===== src/rtl/core/csd_pkg.sv =====
// ----------------------------------------------------------------------------
// csd_pkg
// Shared constants and a helper function for the coprime-stride tile dispatcher.
// ----------------------------------------------------------------------------
package csd_pkg;

    localparam int unsigned SEED_W     = 32;
    localparam int unsigned TILE_W     = 16;
    localparam int unsigned STEP_W     = $clog2(SEED_W + 1);
    localparam logic [SEED_W-1:0] SEED_RESET = 32'hCAFE_BABE;

    localparam int unsigned XS_SHIFT_A = 13;
    localparam int unsigned XS_SHIFT_B = 17;
    localparam int unsigned XS_SHIFT_C = 5;

    // Advance the seed by one xorshift32 step.
    function automatic logic [SEED_W-1:0] xorshift_next(input logic [SEED_W-1:0] x);
        logic [SEED_W-1:0] v;
        v = x;
        v = v ^ (v << XS_SHIFT_A);
        v = v ^ (v >> XS_SHIFT_B);
        v = v ^ (v << XS_SHIFT_C);
        return v;
    endfunction

endpackage


===== src/rtl/core/csd_modadd.sv =====
// ----------------------------------------------------------------------------
// csd_modadd
// Modular adder: (a + b + cin) mod m, for a and b already below m.
// ----------------------------------------------------------------------------
module csd_modadd #(
    parameter int unsigned WIDTH = 16
) (
    input  logic [WIDTH-1:0] a,
    input  logic [WIDTH-1:0] b,
    input  logic             cin,
    input  logic [WIDTH-1:0] modulus,
    output logic [WIDTH-1:0] result
);

    logic [WIDTH:0] sum;
    logic [WIDTH:0] diff;

    // Add, then fold back once: the sum stays below twice the modulus
    assign sum    = {1'b0, a} + {1'b0, b} + {{WIDTH{1'b0}}, cin};
    assign diff   = sum - {1'b0, modulus};
    assign result = (sum >= {1'b0, modulus}) ? diff[WIDTH-1:0] : sum[WIDTH-1:0];

endmodule


===== src/rtl/core/csd_gcd_step.sv =====
// ----------------------------------------------------------------------------
// csd_gcd_step
// One step of a binary gcd with an odd first operand.
// ----------------------------------------------------------------------------
module csd_gcd_step #(
    parameter int unsigned WIDTH = 17
) (
    input  logic [WIDTH-1:0] a_in,
    input  logic [WIDTH-1:0] b_in,
    output logic [WIDTH-1:0] a_out,
    output logic [WIDTH-1:0] b_out
);

    // a stays odd, so twos in b never belong to the gcd
    always_comb begin
        a_out = a_in;
        b_out = b_in;
        if (!b_in[0]) begin
            b_out = b_in >> 1;
        end else if (a_in > b_in) begin
            a_out = b_in;
            b_out = a_in - b_in;
        end else begin
            b_out = b_in - a_in;
        end
    end

endmodule


===== src/rtl/core/coprime_stride_tile_dispatcher_unit.sv =====
// ----------------------------------------------------------------------------
// coprime_stride_tile_dispatcher_unit
// Hands out tiles in a pseudo-random permutation (k * stride) mod total.
//
//   channel | ports                                          | role
//   --------+------------------------------------------------+------------------
//   s_      | s_valid s_ready s_total/done/active/ready_tiles | tile request in
//   m_      | m_valid m_ready m_tile_index m_exhausted       | tile result out
//
// An exhausted request goes straight to ST_FINISH to have its result registered.
// A dispatch spends COUNT_WIDTH+1 steps reducing the stride, then up to
// 2*COUNT_WIDTH steps of modular shift-and-add, all on the one shared
// modular adder. The first dispatch after reset adds 32 steps for seed mod
// total plus the coprime search on the gcd step unit.
// Reset is synchronous, active low. s_ready is high only while idle; a new
// item is taken while a finished result waits on m_.
// ----------------------------------------------------------------------------
module coprime_stride_tile_dispatcher_unit #(
    parameter int unsigned COUNT_WIDTH = 16
) (
    input  logic                         aclk,
    input  logic                         aresetn,
    input  logic                         s_valid,
    output logic                         s_ready,
    input  logic [COUNT_WIDTH-1:0]       s_total_tiles,
    input  logic [COUNT_WIDTH-1:0]       s_done_tiles,
    input  logic [COUNT_WIDTH-1:0]       s_active_tiles,
    input  logic [COUNT_WIDTH-1:0]       s_ready_tiles,
    output logic                         m_valid,
    input  logic                         m_ready,
    output logic [csd_pkg::TILE_W-1:0]   m_tile_index,
    output logic                         m_exhausted
);

    import csd_pkg::*;

    localparam int unsigned W  = COUNT_WIDTH;
    localparam int unsigned SW = COUNT_WIDTH + 1;

    typedef enum logic [3:0] {
        ST_IDLE,
        ST_SEED_MOD,
        ST_GCD,
        ST_PREP,
        ST_STRIDE_MOD,
        ST_DOUBLE,
        ST_ADD,
        ST_FINISH
    } state_t;

    state_t               state_reg, state_next;
    logic [SEED_W-1:0]    seed_reg, seed_next;
    logic [SW-1:0]        stride_reg, stride_next;
    logic                 stride_valid_reg, stride_valid_next;
    logic [W-1:0]         pos_reg, pos_next;
    logic [W-1:0]         total_reg, total_next;
    logic [W-1:0]         rem_reg, rem_next;
    logic [W-1:0]         smod_reg, smod_next;
    logic [SEED_W-1:0]    bits_reg, bits_next;
    logic [STEP_W-1:0]    cnt_reg, cnt_next;
    logic [SW-1:0]        cand_reg, cand_next;
    logic [SW-1:0]        ga_reg, ga_next;
    logic [SW-1:0]        gb_reg, gb_next;
    logic [TILE_W-1:0]    res_tile_reg, res_tile_next;
    logic                 res_exh_reg, res_exh_next;
    logic                 m_valid_reg, m_valid_next;
    logic [TILE_W-1:0]    m_tile_reg, m_tile_next;
    logic                 m_exh_reg, m_exh_next;

    logic                 s_fire;
    logic [W+1:0]         busy_sum;
    logic                 req_exhausted;
    logic [W-1:0]         ma_b;
    logic                 ma_cin;
    logic [W-1:0]         ma_sum;
    logic [SW-1:0]        ga_step;
    logic [SW-1:0]        gb_step;
    logic [SW-1:0]        cand_odd;
    logic [SW-1:0]        cand_bump;

    assign s_ready      = (state_reg == ST_IDLE);
    assign s_fire       = s_valid && s_ready;
    assign m_valid      = m_valid_reg;
    assign m_tile_index = m_tile_reg;
    assign m_exhausted  = m_exh_reg;

    // Exact sum of the busy counts against the frame size
    assign busy_sum      = {2'b00, s_done_tiles} + {2'b00, s_active_tiles}
                         + {2'b00, s_ready_tiles};
    assign req_exhausted = (busy_sum >= {2'b00, s_total_tiles});

    // Shared modular adder operand select
    assign ma_b   = (state_reg == ST_ADD) ? smod_reg : rem_reg;
    assign ma_cin = ((state_reg == ST_SEED_MOD) || (state_reg == ST_STRIDE_MOD))
                  ? bits_reg[SEED_W-1] : 1'b0;

    csd_modadd #(
        .WIDTH (W)
    ) u_modadd (
        .a       (rem_reg),
        .b       (ma_b),
        .cin     (ma_cin),
        .modulus (total_reg),
        .result  (ma_sum)
    );

    csd_gcd_step #(
        .WIDTH (SW)
    ) u_gcd_step (
        .a_in  (ga_reg),
        .b_in  (gb_reg),
        .a_out (ga_step),
        .b_out (gb_step)
    );

    // Force the reduced seed odd, and the next odd candidate
    assign cand_odd  = {1'b0, ma_sum | {{(W-1){1'b0}}, 1'b1}};
    assign cand_bump = cand_reg + SW'(2);

    // Sequencer next-state logic
    always_comb begin
        state_next        = state_reg;
        seed_next         = seed_reg;
        stride_next       = stride_reg;
        stride_valid_next = stride_valid_reg;
        pos_next          = pos_reg;
        total_next        = total_reg;
        rem_next          = rem_reg;
        smod_next         = smod_reg;
        bits_next         = bits_reg;
        cnt_next          = cnt_reg;
        cand_next         = cand_reg;
        ga_next           = ga_reg;
        gb_next           = gb_reg;
        res_tile_next     = res_tile_reg;
        res_exh_next      = res_exh_reg;
        m_valid_next      = m_valid_reg;
        m_tile_next       = m_tile_reg;
        m_exh_next        = m_exh_reg;

        // Drop the result once taken
        if (m_valid_reg && m_ready) begin
            m_valid_next = 1'b0;
        end

        unique case (state_reg)
            ST_IDLE: begin
                if (s_fire) begin
                    total_next = s_total_tiles;
                    rem_next   = '0;
                    if (req_exhausted) begin
                        res_tile_next = '0;
                        res_exh_next  = 1'b1;
                        state_next    = ST_FINISH;
                    end else if (!stride_valid_reg) begin
                        seed_next  = xorshift_next(seed_reg);
                        bits_next  = xorshift_next(seed_reg);
                        cnt_next   = STEP_W'(SEED_W);
                        state_next = ST_SEED_MOD;
                    end else begin
                        state_next = ST_PREP;
                    end
                end
            end
            ST_SEED_MOD: begin
                rem_next  = ma_sum;
                bits_next = bits_reg << 1;
                cnt_next  = cnt_reg - STEP_W'(1);
                if (cnt_reg == STEP_W'(1)) begin
                    cand_next  = cand_odd;
                    ga_next    = cand_odd;
                    gb_next    = {1'b0, total_reg};
                    state_next = ST_GCD;
                end
            end
            ST_GCD: begin
                if (gb_reg == '0) begin
                    if (ga_reg == SW'(1)) begin
                        stride_next       = cand_reg;
                        stride_valid_next = 1'b1;
                        state_next        = ST_PREP;
                    end else begin
                        cand_next = cand_bump;
                        ga_next   = cand_bump;
                        gb_next   = {1'b0, total_reg};
                    end
                end else begin
                    ga_next = ga_step;
                    gb_next = gb_step;
                end
            end
            ST_PREP: begin
                // Wrap the position, then reduce the stride mod total
                if (pos_reg >= total_reg) begin
                    pos_next = '0;
                end
                rem_next   = '0;
                bits_next  = SEED_W'(stride_reg) << (SEED_W - SW);
                cnt_next   = STEP_W'(SW);
                state_next = ST_STRIDE_MOD;
            end
            ST_STRIDE_MOD: begin
                rem_next  = ma_sum;
                bits_next = bits_reg << 1;
                cnt_next  = cnt_reg - STEP_W'(1);
                if (cnt_reg == STEP_W'(1)) begin
                    smod_next  = ma_sum;
                    rem_next   = '0;
                    bits_next  = SEED_W'(pos_reg) << (SEED_W - W);
                    cnt_next   = STEP_W'(W);
                    state_next = ST_DOUBLE;
                end
            end
            ST_DOUBLE: begin
                rem_next = ma_sum;
                if (bits_reg[SEED_W-1]) begin
                    state_next = ST_ADD;
                end else if (cnt_reg == STEP_W'(1)) begin
                    res_tile_next = TILE_W'(ma_sum);
                    res_exh_next  = 1'b0;
                    pos_next      = pos_reg + W'(1);
                    state_next    = ST_FINISH;
                end else begin
                    cnt_next  = cnt_reg - STEP_W'(1);
                    bits_next = bits_reg << 1;
                end
            end
            ST_ADD: begin
                rem_next = ma_sum;
                if (cnt_reg == STEP_W'(1)) begin
                    res_tile_next = TILE_W'(ma_sum);
                    res_exh_next  = 1'b0;
                    pos_next      = pos_reg + W'(1);
                    state_next    = ST_FINISH;
                end else begin
                    cnt_next   = cnt_reg - STEP_W'(1);
                    bits_next  = bits_reg << 1;
                    state_next = ST_DOUBLE;
                end
            end
            ST_FINISH: begin
                // Hold until the output register is free
                if (!m_valid_reg || m_ready) begin
                    m_valid_next = 1'b1;
                    m_tile_next  = res_tile_reg;
                    m_exh_next   = res_exh_reg;
                    state_next   = ST_IDLE;
                end
            end
            default: begin
                state_next = ST_IDLE;
            end
        endcase
    end

    // State and registered outputs
    always_ff @(posedge aclk) begin
        if (!aresetn) begin
            state_reg        <= ST_IDLE;
            seed_reg         <= SEED_RESET;
            stride_reg       <= '0;
            stride_valid_reg <= 1'b0;
            pos_reg          <= '0;
            m_valid_reg      <= 1'b0;
        end else begin
            state_reg        <= state_next;
            seed_reg         <= seed_next;
            stride_reg       <= stride_next;
            stride_valid_reg <= stride_valid_next;
            pos_reg          <= pos_next;
            m_valid_reg      <= m_valid_next;
        end
        total_reg    <= total_next;
        rem_reg      <= rem_next;
        smod_reg     <= smod_next;
        bits_reg     <= bits_next;
        cnt_reg      <= cnt_next;
        cand_reg     <= cand_next;
        ga_reg       <= ga_next;
        gb_reg       <= gb_next;
        res_tile_reg <= res_tile_next;
        res_exh_reg  <= res_exh_next;
        m_tile_reg   <= m_tile_next;
        m_exh_reg    <= m_exh_next;
    end

`ifndef SYNTHESIS
    // An exhausted result never carries a tile
    a_exh_zero: assert property (@(posedge aclk) disable iff (!aresetn)
        m_valid && m_exhausted |-> m_tile_index == '0)
        else $error("exhausted result with nonzero tile index");

    // A chosen stride is odd
    a_stride_odd: assert property (@(posedge aclk) disable iff (!aresetn)
        stride_valid_reg |-> stride_reg[0])
        else $error("stride is even");

    // Once chosen, the stride is kept until reset
    a_stride_kept: assert property (@(posedge aclk) disable iff (!aresetn)
        stride_valid_reg |=> stride_valid_reg && $stable(stride_reg))
        else $error("stride changed after selection");

    // The seed only moves when a first dispatch is taken
    a_seed_once: assert property (@(posedge aclk) disable iff (!aresetn)
        stride_valid_reg |=> $stable(seed_reg))
        else $error("seed advanced after stride selection");
`endif

endmodule

===== config.mk =====
export PLATFORM = sky130hd
export DESIGN_NAME = coprime_stride_tile_dispatcher_unit
export DESIGN_NICKNAME = d
export VERILOG_FILES = /design/src/rtl/core/csd_pkg.sv /design/src/rtl/core/csd_modadd.sv /design/src/rtl/core/csd_gcd_step.sv /design/src/rtl/core/coprime_stride_tile_dispatcher_unit.sv
export SDC_FILE = /design/constraint.sdc
export NUM_CORES = 1
export LEC_CHECK = 0
export ABC_AREA = 0
export BUFFER_PORTS_ARGS = -buffer_cell sky130_fd_sc_hd__clkbuf_2
export CORE_MARGIN = 10
export CORE_UTILIZATION = 50
export DETAILED_ROUTE_END_ITERATION = 12
export GPL_TIMING_DRIVEN = 1
export PLACE_DENSITY_LB_ADDON = 0.3
export SYNTH_ARGS = -nofsm -noshare
export SYNTH_HDL_FRONTEND = slang
export SYNTH_SLANG_ARGS = --single-unit

===== constraint.sdc =====
create_clock -name aclk -period 6.6 [get_ports aclk]
set_input_delay 0.33 -clock aclk [delete_from_list [all_inputs] [get_ports aclk]]
set_output_delay 0.33 -clock aclk [all_outputs]
set_load 0.03 [all_outputs]

After elaboration in Yosys (flattened, before gate mapping)
Cells that the tools add are included.

storage, ports and cells
  register bits = 242
  bits in latches = 0
  RAM bits = 0
  memory bits (read-only) = 0
  output and inout port bits = 19
  word-level logic and storage cells = 157
  memories kept = 0

cells by class
  add/subtract/negate cells = 10
  $mul = 0
  div/mod/pow operators = 0
  order comparisons = 4
  equal/unequal tests = 27
  shift operators = 0
  mux-type cells = 64
  bitwise gates (word level) = 5
  reduce and logical (&&, ||, !) cells = 28

operators by type and width
  kind                     number
  $mux W32                 7
  $pmux W32 S6             1
  $mux W17                 11
  $mux W16                 11
  $pmux W17 S2             3
  $pmux W16 S3             2
  $pmux W16 S4             1
  $xor A32 B32 Y32         2
  $mux W6                  6
  $pmux W6 S6              1
  $add A16 B16 Y17         2
  $sub A17 B17 Y17         2
  $mux W4                  8
  $pmux W4 S8              1
  $xor A32 B15 Y32         1
  $ne A2 B2 Y1 const B     10
  $add A17 B16 Y18         1
  $ge A18 B16 Y1           1
  $add A17 B1 Y17          1
  $add A17 B2 Y17 const B  1
  $eq A17 B1 Y1 const B    1
  $ge A17 B16 Y1           1
  $gt A17 B17 Y1           1
  $logic_not A17 Y1        1
  30 further kinds         61

Depth between registers and ports, before layout
  depth in word-level cells = 9
  mapped depth = 28

Cells and area by module
A second synthesis with hierarchy kept.

second synthesis, totals
  cell total of the unflattened synthesis = 1843
  area, all modules = 17347.9 um^2

by module, submodules not included
  module                               instances  cells an instance  area an instance (um^2)  sequential area each (um^2)
  coprime_stride_tile_dispatcher_unit  1          1309               13574.3                  6486.2
  csd_gcd_step                         1          296                1943.1                   0.0
  csd_modadd                           1          238                1830.5                   0.0

Worst setup path after synthesis
OpenSTA, ideal clock, no wires.

  path type = input to register
  from = input s_done_tiles[1]
  to = register bits_reg[0] (enable)
  arrival time = 5357 ps
  data required time = 6166 ps
  path slack = 809 ps
  stages on the path = 19
  cell sequence = fa_1 ha_1 inv_1 fa_1 nor2b_1 o2111ai_1 a21oi_1 o32a_1 xor2_1 ha_1 a21o_1 a21o_1 a21oi_1 nor2b_1 o21ai_0 and3_1 nand2_1 nor3_1 a2bb2oi_1

on the way
  word-level cells in the longest chain between the ends = 5

RTL lines
  item                                RTL line                                    text
  start, declared                     coprime_stride_tile_dispatcher_unit.sv:26   input logic [COUNT_WIDTH-1:0] s_done_tiles,
  $add A16 B16 Y17                    coprime_stride_tile_dispatcher_unit.sv:88   assign busy_sum = {2'b00, s_done_tiles} + {2'b00, s_active_tiles}
  $add A17 B16 Y18                    coprime_stride_tile_dispatcher_unit.sv:89   + {2'b00, s_ready_tiles};
  $ge A18 B16 Y1                      coprime_stride_tile_dispatcher_unit.sv:90   assign req_exhausted = (busy_sum >= {2'b00, s_total_tiles});
  $ne A2 B2 Y1 (no source line)       --
  $reduce_and A7 Y1 (no source line)  --
  end signal, assigned                coprime_stride_tile_dispatcher_unit.sv:276  bits_reg <= bits_next;
  end, declared                       coprime_stride_tile_dispatcher_unit.sv:59   logic [SEED_W-1:0] bits_reg, bits_next;

Every way passes these cells.
A chain may end at the register's enable or synchronous reset.

Worst setup path after layout
  from = register state_reg[0]
  to = register res_tile_reg[11], data pin

on the way
  word-level cells in the longest chain between the ends = 9
  elaborated cells between the ends (all ways) = 16
  classes of those cells = 3 x add/sub; 1 x order compare; 4 x eq/ne; 6 x mux; 2 x reduce/logical

RTL lines
  item                                                RTL line                                                                                text
  start, declared                                     coprime_stride_tile_dispatcher_unit.sv:51                                               state_t state_reg, state_next;
  start signal, assigned                              coprime_stride_tile_dispatcher_unit.sv:266                                              state_reg <= state_next;
  $eq A4 B3 Y1 (tied with other cells)                coprime_stride_tile_dispatcher_unit.sv:93, coprime_stride_tile_dispatcher_unit.sv:146
  $mux W16 or $logic_or A1 B1 Y1 (tied branches)      coprime_stride_tile_dispatcher_unit.sv:93, coprime_stride_tile_dispatcher_unit.sv:94
  $add A16 B16 Y17 or $mux W1 (tied branches)         csd_modadd.sv:19, coprime_stride_tile_dispatcher_unit.sv:95
  $add A17 B1 Y17                                     csd_modadd.sv:19                                                                        assign sum = {1'b0, a} + {1'b0, b} + {{WIDTH{1'b0}}, cin};
  $sub A16 B16 Y16 or $ge A17 B16 Y1 (tied branches)  csd_modadd.sv:20, csd_modadd.sv:21
  $mux W16                                            csd_modadd.sv:21                                                                        assign result = (sum >= {1'b0, modulus}) ? diff[WIDTH-1:0] : sum[WIDTH-1:0];
  $mux W16                                            coprime_stride_tile_dispatcher_unit.sv:218, coprime_stride_tile_dispatcher_unit.sv:230
  $mux W16                                            coprime_stride_tile_dispatcher_unit.sv:216                                              if (bits_reg[SEED_W-1]) begin
  $pmux W16 S3 *                                      coprime_stride_tile_dispatcher_unit.sv:146                                              unique case (state_reg)
  end signal, assigned                                coprime_stride_tile_dispatcher_unit.sv:281                                              res_tile_reg <= res_tile_next;
  end, declared                                       coprime_stride_tile_dispatcher_unit.sv:64                                               logic [TILE_W-1:0] res_tile_reg, res_tile_next;

Mark *: on every way between the ends. The rest lies on a longest branch, timed or not. The select of a mux whose other input is x is not followed.

==> flow_summary.toml <==
[routing]
vias_per_cell = 5.89
ant_nets = 0
drc = 0
drt_wl_total_mm = 43.4
num_vias = 12800
dr.pass1.iters = 8
avgRoutedWirePerCell_um = 19.9
dr.first_iter.drc_count = 1146

[synthesis]
synthDistinctLibCells = 71
synth_seq_cells = 238
synth.cell_area_sq_mm = 0.0160
synth_area_per_cell_sq_um = 9.59
synth_top_cell_area_share_pct = 31.6
synth_warnings = 0
synth_flop_cell = "edfxtp_1"
synthesis.nets = 1876
synth_edf_count = 169
yosysTopAreaCell = "edfxtp_1"
syn_inst = 1673
ys_seq_area_share_pct = 40.2
synthTopCellsByArea = "edfxtp_1, ha_1, dfxtp_1"
async_flop_share_pct = 0

[sta]
rsz0062_at_grt = "no"
fmax_mhz = 167
skew_ns = 0.0160
slew_headroom_pct = 22.9
hold_ws_ns = 0.107
finalSetupViolations = 0
tightest_slew_ns = 1.16
fin_crit_ns = 5.99
tns_ns = 0
post-route-period-util_pct = 90.7
slew_viol_final = 0
hold_viol = 0

[placed_design]
gp_congestion = 0.919
portBuffers = 86
dpl.hpwl_mm = 32.5
placed_cell_area_sq_mm = 0.0169

[worst_setup_path]
slowest_delay_ns = 0.60
cp-start-kind = "register"
reg2reg_slack_ns = 0.61
path_cells = "nor2b_1, nand2_1, buf_4, mux2_2, ha_1, nor2b_1, o31a_1, nor4_1, o32ai_1, a211oi_1, nor3_1, xor2_1, ha_1, nand3_1, nor4_1, a211oi_1, nand2_1, a21oi_1, and2_1, nor2_1, a21oi_1, a211oi_1"
cp_num_buf_inv = 1
worstPathRequired_ns = 6.86
cp_top_family = "compound AO/OA/AOI/OAI gates"
path_class = "reg -> reg"
crit_top_cell = "a211oi_1"
reg2reg_from = "state_reg[0]"
worstReg2RegEnd = "res_tile_reg[11]"
rr_worst_depth = 22
crit_fanout = 18
worst_path_max_delay_cell = "and2_1"
cp-end-kind = "register"
arrival_ns = 6.25

[hold_path]
holdPathStages = 2
min_to = "seed_reg[20]"
hold_class = "in -> reg"
hp-start = "aresetn"

[clock_network]
cts_root_buf = "clkbuf_16"
htreeDepth = 1
cts_buffer_depth = 3
insertion_delay_ns = 0.55
cts.sinks = 238
cts_tree = "yes"
cts.reportedPaths.clkPinSlew_ns = 0.06
cts_buffers = 28

[floorplanning]
die_h_um = 199
pin_count = 87
start_util_pct = 50.7
dieWidth_um = 199
die-area_sq_mm = 0.0397
core_area_sq_mm = 0.0316
num_rows = 65

[cells_and_area]
final_cell_area_sq_mm = 0.0180
area_growth_pct = 12.4
seqCellArea_sq_mm = 0.00646
diodes = 0
multi_input_area_sq_mm = 0.00897
nets = 1961
drive_gt1_share_pct = 10.7
nFillCells = 2764
final_util_pct = 57.0

[grt]
track_usage_pct = 21.8
grt_pass1_vias = 12800
antenna_found_initial = 0
grt-ovfl-total = 0
grt_max_degree = 64
grt_pass1_wl_mm = 69.0

[flow_run]
max_cap_viol_count = 0

[pwr]
fin_total_pwr_uw = 10600
ir_drop_uv = 321
power_density_mw_per_mm2 = 586
power.leakage_uw = 0.00721

[run_status]
status = "completed"
==> power by group <==
group	internal (uW)	switching, uW
sequential	2490	257
clock	1010	641
combinational	2310	3870
==> placed cells by master (no fill, tap or decap), drive strengths merged, types with 13 or more instances in the layout <==
cell type	netlist	layout
and3	13	13
a222oi	15	15
edfxtp	169	169
buf	12	20
ha	114	114
fa	21	21
a21oi	104	104
dlygate4sd3	0	16
o21ai	111	111
nor3	31	31
o21a	15	15
xnor2	114	114
a211oi	33	33
clkbuf	55	119
nand3	54	54
dfxtp	69	69
nor2b	41	41
mux2	22	22
nand2b	15	15
mux2i	39	39
or3	39	39
inv	104	105
nand2	134	134
nor2	132	132
a21o	31	31
xor2	52	52
==> timing repair <==
action	4_1_cts	5_1_grt
resized for setup	0	0
endpoints found under the hold margin	16	0
hold buffers	16	0
setup buffers	0	0
==> synth_stat cells, types with 33 or more instances <==
master    number
inv_1        104
o21ai_0      111
clkbuf_1      55
or3_1         39
dfxtp_1       69
ha_1         114
nand2_1      134
edfxtp_1     169
xnor2_1      114
a211oi_1      33
mux2i_1       39
xor2_1        52
nor2_1       132
a21oi_1      104
nor2b_1       41
nand3_1       54
==> through the flow <==
| step | setup WS (ns) | std cells |
|---|---|---|
| 4_1_cts | 0.667 | 2181 |
| 2_1_floorplan | 0.809 | 1673 |
| 3_3_place_gp | 0.913 | 2114 |
| 5_1_grt | 0.221 | 2181 |
| 3_5_place_dp | 0.683 | 2114 |
| 6_report | 0.613 | 2181 |
==> worst max path at each step <==
stage	cells past startpoint	start	slack, ns	to
after detailed placement	22	state_reg[0]	0.68	res_tile_reg[7]
after CTS	22	state_reg[0]	0.67	res_tile_reg[7]
after floorplan	19	s_done_tiles[1]	0.81	bits_reg[0]
final	22	state_reg[0]	0.61	res_tile_reg[11]
after global placement	22	state_reg[2]	0.91	res_tile_reg[4]
after global routing	21	state_reg[0]	0.22	ga_reg[8]
==> cell type report <==
| type | count | area share, % |
|---|---|---|
| inverters | 104 | 2.16 |
| repair buffers | 122 | 4.11 |
| flip-flops and latches | 238 | 35.8 |
| clock buffers | 33 | 4.16 |
| clock inverters | 18 | 1.25 |
| multi-input cells | 1264 | 49.7 |
| well taps | 402 | 2.79 |
==> per-layer routing <==
layer	track usage, %	routed length, um	up-vias
li1	-	-	6200
met1	27.7	18800	6141
met2	36.5	20400	382
met3	2.83	2220	121
met4	9.32	1960	0
met5	0	0	-
==> kinds of logic (layout without fill, tap and decap cells) <==
logic type / after synthesis / after routing / share of synthesized area, %
buffers and inverters: 171 / 277 / 4.10
adders and majority gates: 135 / 135 / 11.5
DFF: 238 / 238 / 40.2
AOI/OAI and AO/OA: 390 / 390 / 15.6
muxes: 61 / 61 / 3.98
and+or+nand+nor: 512 / 512 / 15.5
xor gates and xnor gates: 166 / 166 / 9.06
(Power assumes the default switching activity.)
